--- src/hdl/gsa_pkg.sv ---
// ----------------------------------------------------------------------------
// Generational slot allocator package
// Opcodes, status codes, field widths and the controller/datapath link types.
// ----------------------------------------------------------------------------
package gsa_pkg;

   localparam int OPCODE_W = 2;
   localparam int HIDX_W   = 16;
   localparam int HGEN_W   = 16;
   localparam int STATUS_W = 2;
   localparam int SIDX_W   = 8;
   localparam int SGEN_W   = 16;
   localparam int FREED_W  = 9;

   typedef enum logic [OPCODE_W-1:0] {
      OP_ALLOC   = 2'd0,
      OP_CHECK   = 2'd1,
      OP_DESTROY = 2'd2,
      OP_COMMIT  = 2'd3
   } op_type;

   typedef enum logic [STATUS_W-1:0] {
      ST_OK      = 2'd0,
      ST_NO_FREE = 2'd1,
      ST_INVALID = 2'd2
   } status_type;

   typedef enum logic [3:0] {
      DP_NONE,
      DP_CLEAR,
      DP_ACCEPT,
      DP_GEN_RD,
      DP_ALLOC_WR,
      DP_ALLOC_FAIL,
      DP_CHECK,
      DP_DESTROY,
      DP_COMMIT_STEP,
      DP_COMMIT_RES
   } dp_action_type;

   typedef struct packed {
      dp_action_type action;
   } dp_cmd_type;

   typedef struct packed {
      logic   clear_last;
      logic   free_empty;
      logic   commit_done;
      logic   res_free;
      op_type op;
   } dp_stat_type;

endpackage

--- src/hdl/gsa_ctrl.sv ---
// ----------------------------------------------------------------------------
// Generational slot allocator controller
// Sequences the clearing pass, request dispatch and the commit walk.
// ----------------------------------------------------------------------------
module gsa_ctrl import gsa_pkg::*; (
   input  logic        clock,
   input  logic        reset,
   input  logic        req_valid,
   output logic        req_ready,
   input  dp_stat_type stat,
   output dp_cmd_type  cmd
);

   typedef enum logic [2:0] {
      S_CLEAR,
      S_IDLE,
      S_DISPATCH,
      S_ALLOC_WR,
      S_COMMIT
   } state_type;

   state_type     state_ff, state_in;
   logic          ready_ff, ready_in;
   dp_action_type action;

   always_comb begin
      state_in = state_ff;
      action   = DP_NONE;
      unique case (state_ff)
         S_CLEAR: begin
            action = DP_CLEAR;
            if (stat.clear_last) state_in = S_IDLE;
         end
         S_IDLE: begin
            if (req_valid && ready_ff) begin
               action   = DP_ACCEPT;
               state_in = S_DISPATCH;
            end
         end
         S_DISPATCH: begin
            unique case (stat.op)
               OP_ALLOC: begin
                  if (!stat.free_empty) begin
                     action   = DP_GEN_RD;
                     state_in = S_ALLOC_WR;
                  end else if (stat.res_free) begin
                     action   = DP_ALLOC_FAIL;
                     state_in = S_IDLE;
                  end
               end
               OP_CHECK: begin
                  if (stat.res_free) begin
                     action   = DP_CHECK;
                     state_in = S_IDLE;
                  end
               end
               OP_DESTROY: begin
                  if (stat.res_free) begin
                     action   = DP_DESTROY;
                     state_in = S_IDLE;
                  end
               end
               OP_COMMIT: begin
                  action   = DP_COMMIT_STEP;
                  state_in = S_COMMIT;
               end
               default: state_in = S_IDLE;
            endcase
         end
         S_ALLOC_WR: begin
            if (stat.res_free) begin
               action   = DP_ALLOC_WR;
               state_in = S_IDLE;
            end
         end
         S_COMMIT: begin
            if (!stat.commit_done) begin
               action = DP_COMMIT_STEP;
            end else if (stat.res_free) begin
               action   = DP_COMMIT_RES;
               state_in = S_IDLE;
            end
         end
         default: state_in = S_IDLE;
      endcase
      ready_in = (state_in == S_IDLE);
   end

   always_ff @(posedge clock) begin
      if (reset) begin
         state_ff <= S_CLEAR;
         ready_ff <= 1'b0;
      end else begin
         state_ff <= state_in;
         ready_ff <= ready_in;
      end
   end

   assign req_ready  = ready_ff;
   assign cmd.action = action;

endmodule

--- config.mk ---
export PLATFORM = sky130hd
export DESIGN_NAME = gsa_ctrl
export DESIGN_NICKNAME = d
export VERILOG_FILES = /design/src/hdl/gsa_pkg.sv /design/src/hdl/gsa_ctrl.sv
export SDC_FILE = /design/constraint.sdc
export NUM_CORES = 1
export LEC_CHECK = 0
export ABC_AREA = 1
export BUFFER_PORTS_ARGS = -buffer_cell sky130_fd_sc_hd__buf_2
export CAP_MARGIN = 20
export CELL_PAD_IN_SITES_DETAIL_PLACEMENT = 0
export CELL_PAD_IN_SITES_GLOBAL_PLACEMENT = 2
export CORE_MARGIN = 2
export CORE_UTILIZATION = 25
export DETAILED_ROUTE_END_ITERATION = 7
export GPL_ROUTABILITY_DRIVEN = 0
export PLACE_DENSITY = 0.74
export SYNTH_ARGS = -nofsm -noshare
export SYNTH_HDL_FRONTEND = slang
export SYNTH_SLANG_ARGS = --single-unit
--- constraint.sdc ---
create_clock -name clock -period 2.15 [get_ports clock]
set_input_delay 0.215 -clock clock [delete_from_list [all_inputs] [get_ports clock]]
set_output_delay 0.215 -clock clock [all_outputs]
set_load 0.005 [all_outputs]
==> results of run 1 <==
power groups by stage:
| stage | clock network [mW] | logic, mW | registers (mW) |
|---|---|---|---|
| after floorplan | 0 | 0.0395 | 0.0853 |
| after global placement | 0 | 0.0635 | 0.0863 |
| after detailed placement | 0 | 0.0620 | 0.0863 |
| after CTS | 0.0899 | 0.0626 | 0.0852 |
| after global routing | 0.0940 | 0.0713 | 0.0864 |
| final | 0.0859 | 0.0613 | 0.0851 |
logic make-up (layout without fill, tap and decap cells):
kind of cell,Yosys count,count (layout),synth area share
flops,4,4,0.170
fa+ha+maj,5,5,0.133
buf+inv,16,31,0.144
simple gates,43,43,0.452
compound gates,8,8,0.101
final timing paths:
| check | cells past startpoint | start | end | slack [ns] |
|---|---|---|---|---|
| worst max-delay path | 4 | state_ff[2] | cmd[3] | 0.61 |
| worst min register to register | 4 | state_ff[1] | state_ff[1] | 0.71 |
| worst min-delay path | 2 | reset | state_ff[2] | 0.19 |
| worst max register to register | 7 | state_ff[2] | state_ff[0] | 0.90 |
flip-flops by register name, summed over array words and instances (netlist names):
| name | count |
|---|---|
| state_ff | 3 |
| req_ready | 1 |
per-layer routing:
metal	global-route usage	vias up	part of all wire
li1	-	271	-
met3	0.0115	0	0.032
met1	0.148	197	0.51
met2	0.157	7	0.46
met4	0.0333	0	0
met5	0	-	0
synth_stat cells:
| library cell | instances |
|---|---|
| nand2_1 | 18 |
| a21oi_1 | 1 |
| o211ai_1 | 2 |
| nand2_2 | 2 |
| dfxtp_1 | 4 |
| nor2_1 | 7 |
| buf_6 | 1 |
| nand3_2 | 2 |
| o21ai_0 | 4 |
| nor2_2 | 4 |
| inv_1 | 12 |
| nand3_1 | 9 |
| nor3_4 | 1 |
| inv_2 | 3 |
| a21boi_0 | 1 |
| ha_1 | 5 |
stage by stage:
stage | instance area (um^2) | hold WS, ns | cells | total power [mW]
6_report | 578 | 0.185 | 116 | 0.232
4_1_cts | 578 | 0.179 | 116 | 0.238
3_3_place_gp | 556 | 0.409 | 113 | 0.150
2_1_floorplan | 470 | 0.282 | 76 | 0.125
5_1_grt | 578 | 0.180 | 116 | 0.252
3_5_place_dp | 556 | 0.416 | 113 | 0.148
layout make-up:
| type | instances | share of cell area |
|---|---|---|
| Clock buffer | 3 | 0.0390 |
| Timing Repair Buffer | 13 | 0.113 |
| Multi-Input combinational cell | 56 | 0.558 |
| Inverter | 15 | 0.0974 |
| Tap cell | 25 | 0.0541 |
| Sequential cell | 4 | 0.139 |
placed cells by master (no fill, tap or decap), drive strengths merged, types with 2 or more instances in the layout:
cell | Yosys | layout
inv | 15 | 15
dfxtp | 4 | 4
buf | 1 | 13
o21ai | 4 | 4
nand3 | 11 | 11
nand2 | 20 | 20
o211ai | 2 | 2
clkbuf | 0 | 3
ha | 5 | 5
nor2 | 11 | 11
==> results.yml, run 1 <==
timing:
  rsz0062_at_grt: "no"
  clock_skew_ns: 0.00265
  tns_ns: 0
  slew_viol_final: 0
  hold_viol_final: 0
  worstMarginPinSlew_ns: 0.368
  timing.fmax_mhz: 650
  setup_slack_ns: 0.611
  timing.slew.headroom: 0.754
  timing.final.crit_share: 0.716
  fin_crit_ns: 1.54
  setup_viol: 0
layout:
  nNetsFinal: 107
  fillers: 211
  drive_gt1_frac: 0.308
  antenna_cells: 0
  area_growth_pct: 22.9
  seq_area_um2: 80.1
  multi_input_area_um2: 323
  finish.utilization: 0.331
power:
  swShare: 0.285
  power_frac_comb: 0.264
  power_density_mw_per_mm2: 402
  internal-power_mw: 0.166
  p_leak_nw: 0.323
  p_clk_frac: 0.370
  ir_drop_v: 0.000266
  switchingPower_mw: 0.0662
  seqPwrFrac: 0.366
worst_setup_path:
  critPathTopFamily: "flip-flops"
  end_kind: "output pin"
  worstPathCellList: "nor3_4 > nand2_1 > a21boi_0 > buf_2"
  crit_path_top_delay_cell: "dfxtp_1"
  crit_type: "register to output pin"
  path_buf_inv: 1
  worstSetupStartpointType: "register"
  max_stage_delay_ns: 0.41
  cp.required_ns: 1.93
  cp_max_fo: 9
  cp.arrival_ns: 1.32
clock_network:
  cts-resized-gates: 0
  cts-root-buf: "clkbuf_4"
  cts_buffers: 3
  clock_path_buffers: 2
  cts_tree: "built"
  post_cts_buffers: 0
  insertion_delay_ns: 0.22
  clkTransAtPathRegs_ns: 0.04
  ctsHtreeMaxLevel: 1
  hold_buffers: 0
  clock-sinks: 4
drt:
  wl_per_cell_um: 8.60
  drtIter0Drc: 4
  via_count: 475
  first_pass_iters: 4
  via_per_inst: 4.09
  drc: 0
  wirelength_um: 998
  ant_nets: 0
global_route:
  grt_max_degree: 10
  grt_util_all_layers: 0.102
  grt_pass1_wl_um: 1650
  grt_overflow: 0
  antenna_found_initial: 0
  grt_pass1_vias: 409
synth:
  syn_inst: 76
  synth_area_um2: 470
  synth.avg_cell_area_um2: 6.19
  ys_top_cells_by_area: "dfxtp_1 (17%), nand2_1 (14%), ha_1 (13%), nand3_1 (9.6%), inv_1 (9.6%)"
  synth-seq-cells: 4
  ys_seq_area_frac: 0.170
  syn_nets: 90
  synth_top_area_cell: "dfxtp_1"
  synth_cell_type_count: 16
  synth.top_cell.area_share: 0.170
  yosysWarnings: 0
floorplanning:
  die_w_um: 47.4
  die-area_mm2: 0.00224
  rows: 15
  start_util: 0.270
  coreArea_mm2: 0.00175
  die_y_um: 47.4
  io_pins: 14
status:
  status: "finished, final reports clean"
min_path:
  hp-class: "input port to register"
placement:
  dpl.hpwl_um: 866
  portBuffers: 13
  dp_slack_ns: 0.783
run:
  max_cap_violations: 0
Power figures use the tool's default switching activity.
==> run 2: changes to the inputs <==
CORE_UTILIZATION = 22   (was 25)
PLACE_DENSITY = 0.69   (was 0.74)
clock period = 1.25 ns   (was 2.15 ns; I/O delays follow)
==> results.yml, run 2 (same netlist as run 1, synthesis figures left out) <==
layout:
  largest-register: "state_ff"
  largest_reg_flops: 3
  antenna_cells: 0
  multi_input_area_um2: 333
  area_growth_pct: 39.1
  nNetsFinal: 114
  mostFrequentLayoutCell: "nand2_1"
  drive_gt1_frac: 0.408
  finish.utilization: 0.330
  fillers: 226
  mostFrequentLayoutCells: "nand2_1 (18), buf_2 (13), inv_1 (12)"
  seq_area_um2: 88.8
clock_network:
  clkTransAtPathRegs_ns: 0.04
  cts_tree: "built"
  clock-sinks: 4
  clock_path_buffers: 2
  hold_buffers: 0
  ctsHtreeMaxLevel: 1
  cts-root-buf: "clkbuf_4"
  cts_buffers: 3
  insertion_delay_ns: 0.23
worst_setup_path:
  ff2ff_setup_slack_ns: 0.09
  worstSetupStartpointType: "register"
  cp_max_fo: 5
  reg2reg_from: "state_ff[0]"
  cp.required_ns: 1.12
  reg2regPathDepth: 7
  timing.rr.end: "req_ready"
  end_kind: "output pin"
  cp.arrival_ns: 1.19
  crit_type: "register to output pin"
drt:
  first_pass_iters: 4
  via_per_inst: 4.14
  ant_nets: 0
  wl_per_cell_um: 9.14
  via_count: 517
  drc: 0
  drtIter0Drc: 7
  wirelength_um: 1140
floorplanning:
  io_pins: 14
  rows: 16
  coreArea_mm2: 0.00198
  die_y_um: 50.2
  die_w_um: 50.2
  die-area_mm2: 0.00252
  start_util: 0.237
timing:
  fin_crit_ns: 1.31
  timing.final.crit_share: 1.05
  setup_slack_ns: -0.0630
  clock_skew_ns: 0.00109
  slew_viol_final: 0
  timing.fmax_mhz: 762
  rsz0062_at_grt: "yes"
  timing.slew.headroom: 0.843
  hold_viol_final: 0
  worstMarginPinSlew_ns: 0.234
  setup_viol: 4
power:
  power_density_mw_per_mm2: 644
  p_leak_nw: 0.362
  switchingPower_mw: 0.128
  power_frac_comb: 0.288
  swShare: 0.303
  ir_drop_v: 0.000420
  p_clk_frac: 0.371
  finalPower_mw: 0.422
  internal-power_mw: 0.294
  seqPwrFrac: 0.341
min_path:
  hold-path-endpoint: "state_ff[2]"
  hold_start: "reset"
  hp-class: "input port to register"
  min_path_cells: 2
placement:
  dpl.hpwl_um: 903
  portBuffers: 13
  dp_slack_ns: 0.0499
global_route:
  grt_util_all_layers: 0.102
  antenna_found_initial: 0
  grt_use_met3: 0.0149
  met1_usage: 0.128
  busiest_layer: "met2"
  grt_max_degree: 8
  grt_overflow: 0
  use_met2: 0.167
  grt_pass1_vias: 502
  grt_pass1_wl_um: 1980
status:
  status: "finished, violations left"
  violations: "setup timing"
run:
  max_cap_violations: 0
==> run 2: cell count changes in the layout (fill, tap and decap cells not counted), moves of 2 or more <==
cell     change
buf_4        +7
dfxtp_1      -3
dfxtp_4      +2
nand3_1      -2
nand3_2      +2
o21ai_0      -2
o21ai_1      +2
==> run 2: critical path, cell delays in order (launching register included) <==
cell and delay [ns]:
dfxtp_4 0.36, nor3_4 0.26, nand2_1 0.08, a21boi_1 0.13
buf_2 0.12
==> run 2: area by class of cell <==
| type | instances | area share |
|---|---|---|
| inverters | 15 | 0.0899 |
| clock buffers | 3 | 0.0344 |
| flip-flops and latches | 4 | 0.136 |
| repair buffers | 20 | 0.180 |
| well taps | 27 | 0.0516 |
| multi-input cells | 56 | 0.509 |
==> run 2: what timing repair did <==
item                                    CTS  global route
buffers inserted                          3             1
gates cloned                              0             0
resized for setup                         7             4
endpoints found under the setup margin    4             5
pin swaps                                 5             5
==> run 2: layer usage <==
metal,wire length (um),vias up
li1,-,279
met1,506,224
met2,573,12
met3,45,2
met4,17,0
met5,0,-
==> run 2: how the worst max path moves through the flow <==
stage,startpoint,endpoint,slack [ns],depth (start not counted)
5_1_grt,state_ff[0],cmd[0],-0.15,4
4_1_cts,state_ff[1],cmd[3],-0.1,5
3_3_place_gp,state_ff[2],state_ff[0],0.05,7
3_5_place_dp,stat[1],req_ready,0.05,10
2_1_floorplan,state_ff[2],req_ready,0.20,7
6_report,state_ff[0],cmd[3],-0.06,4
==> run 2: power groups by stage <==
| stage | Combinational, mW | Clock [mW] | Sequential (mW) |
|---|---|---|---|
| floorplan | 0.0679 | 0 | 0.147 |
| global placement | 0.113 | 0 | 0.148 |
| detailed placement | 0.111 | 0 | 0.148 |
| CTS | 0.115 | 0.165 | 0.147 |
| global route | 0.140 | 0.177 | 0.145 |
| finish | 0.121 | 0.156 | 0.144 |
==> run 2: metrics by stage <==
step	TNS (ns)	instances	hold slack [ns]	instance area, um^2
floorplan	0	76	0.192	470
global placement	0	118	0.319	581
detailed placement	0	118	0.317	581
CTS	-0.311	124	0.0633	632
global route	-0.489	125	0.0746	654
finish	-0.186	125	0.0737	654
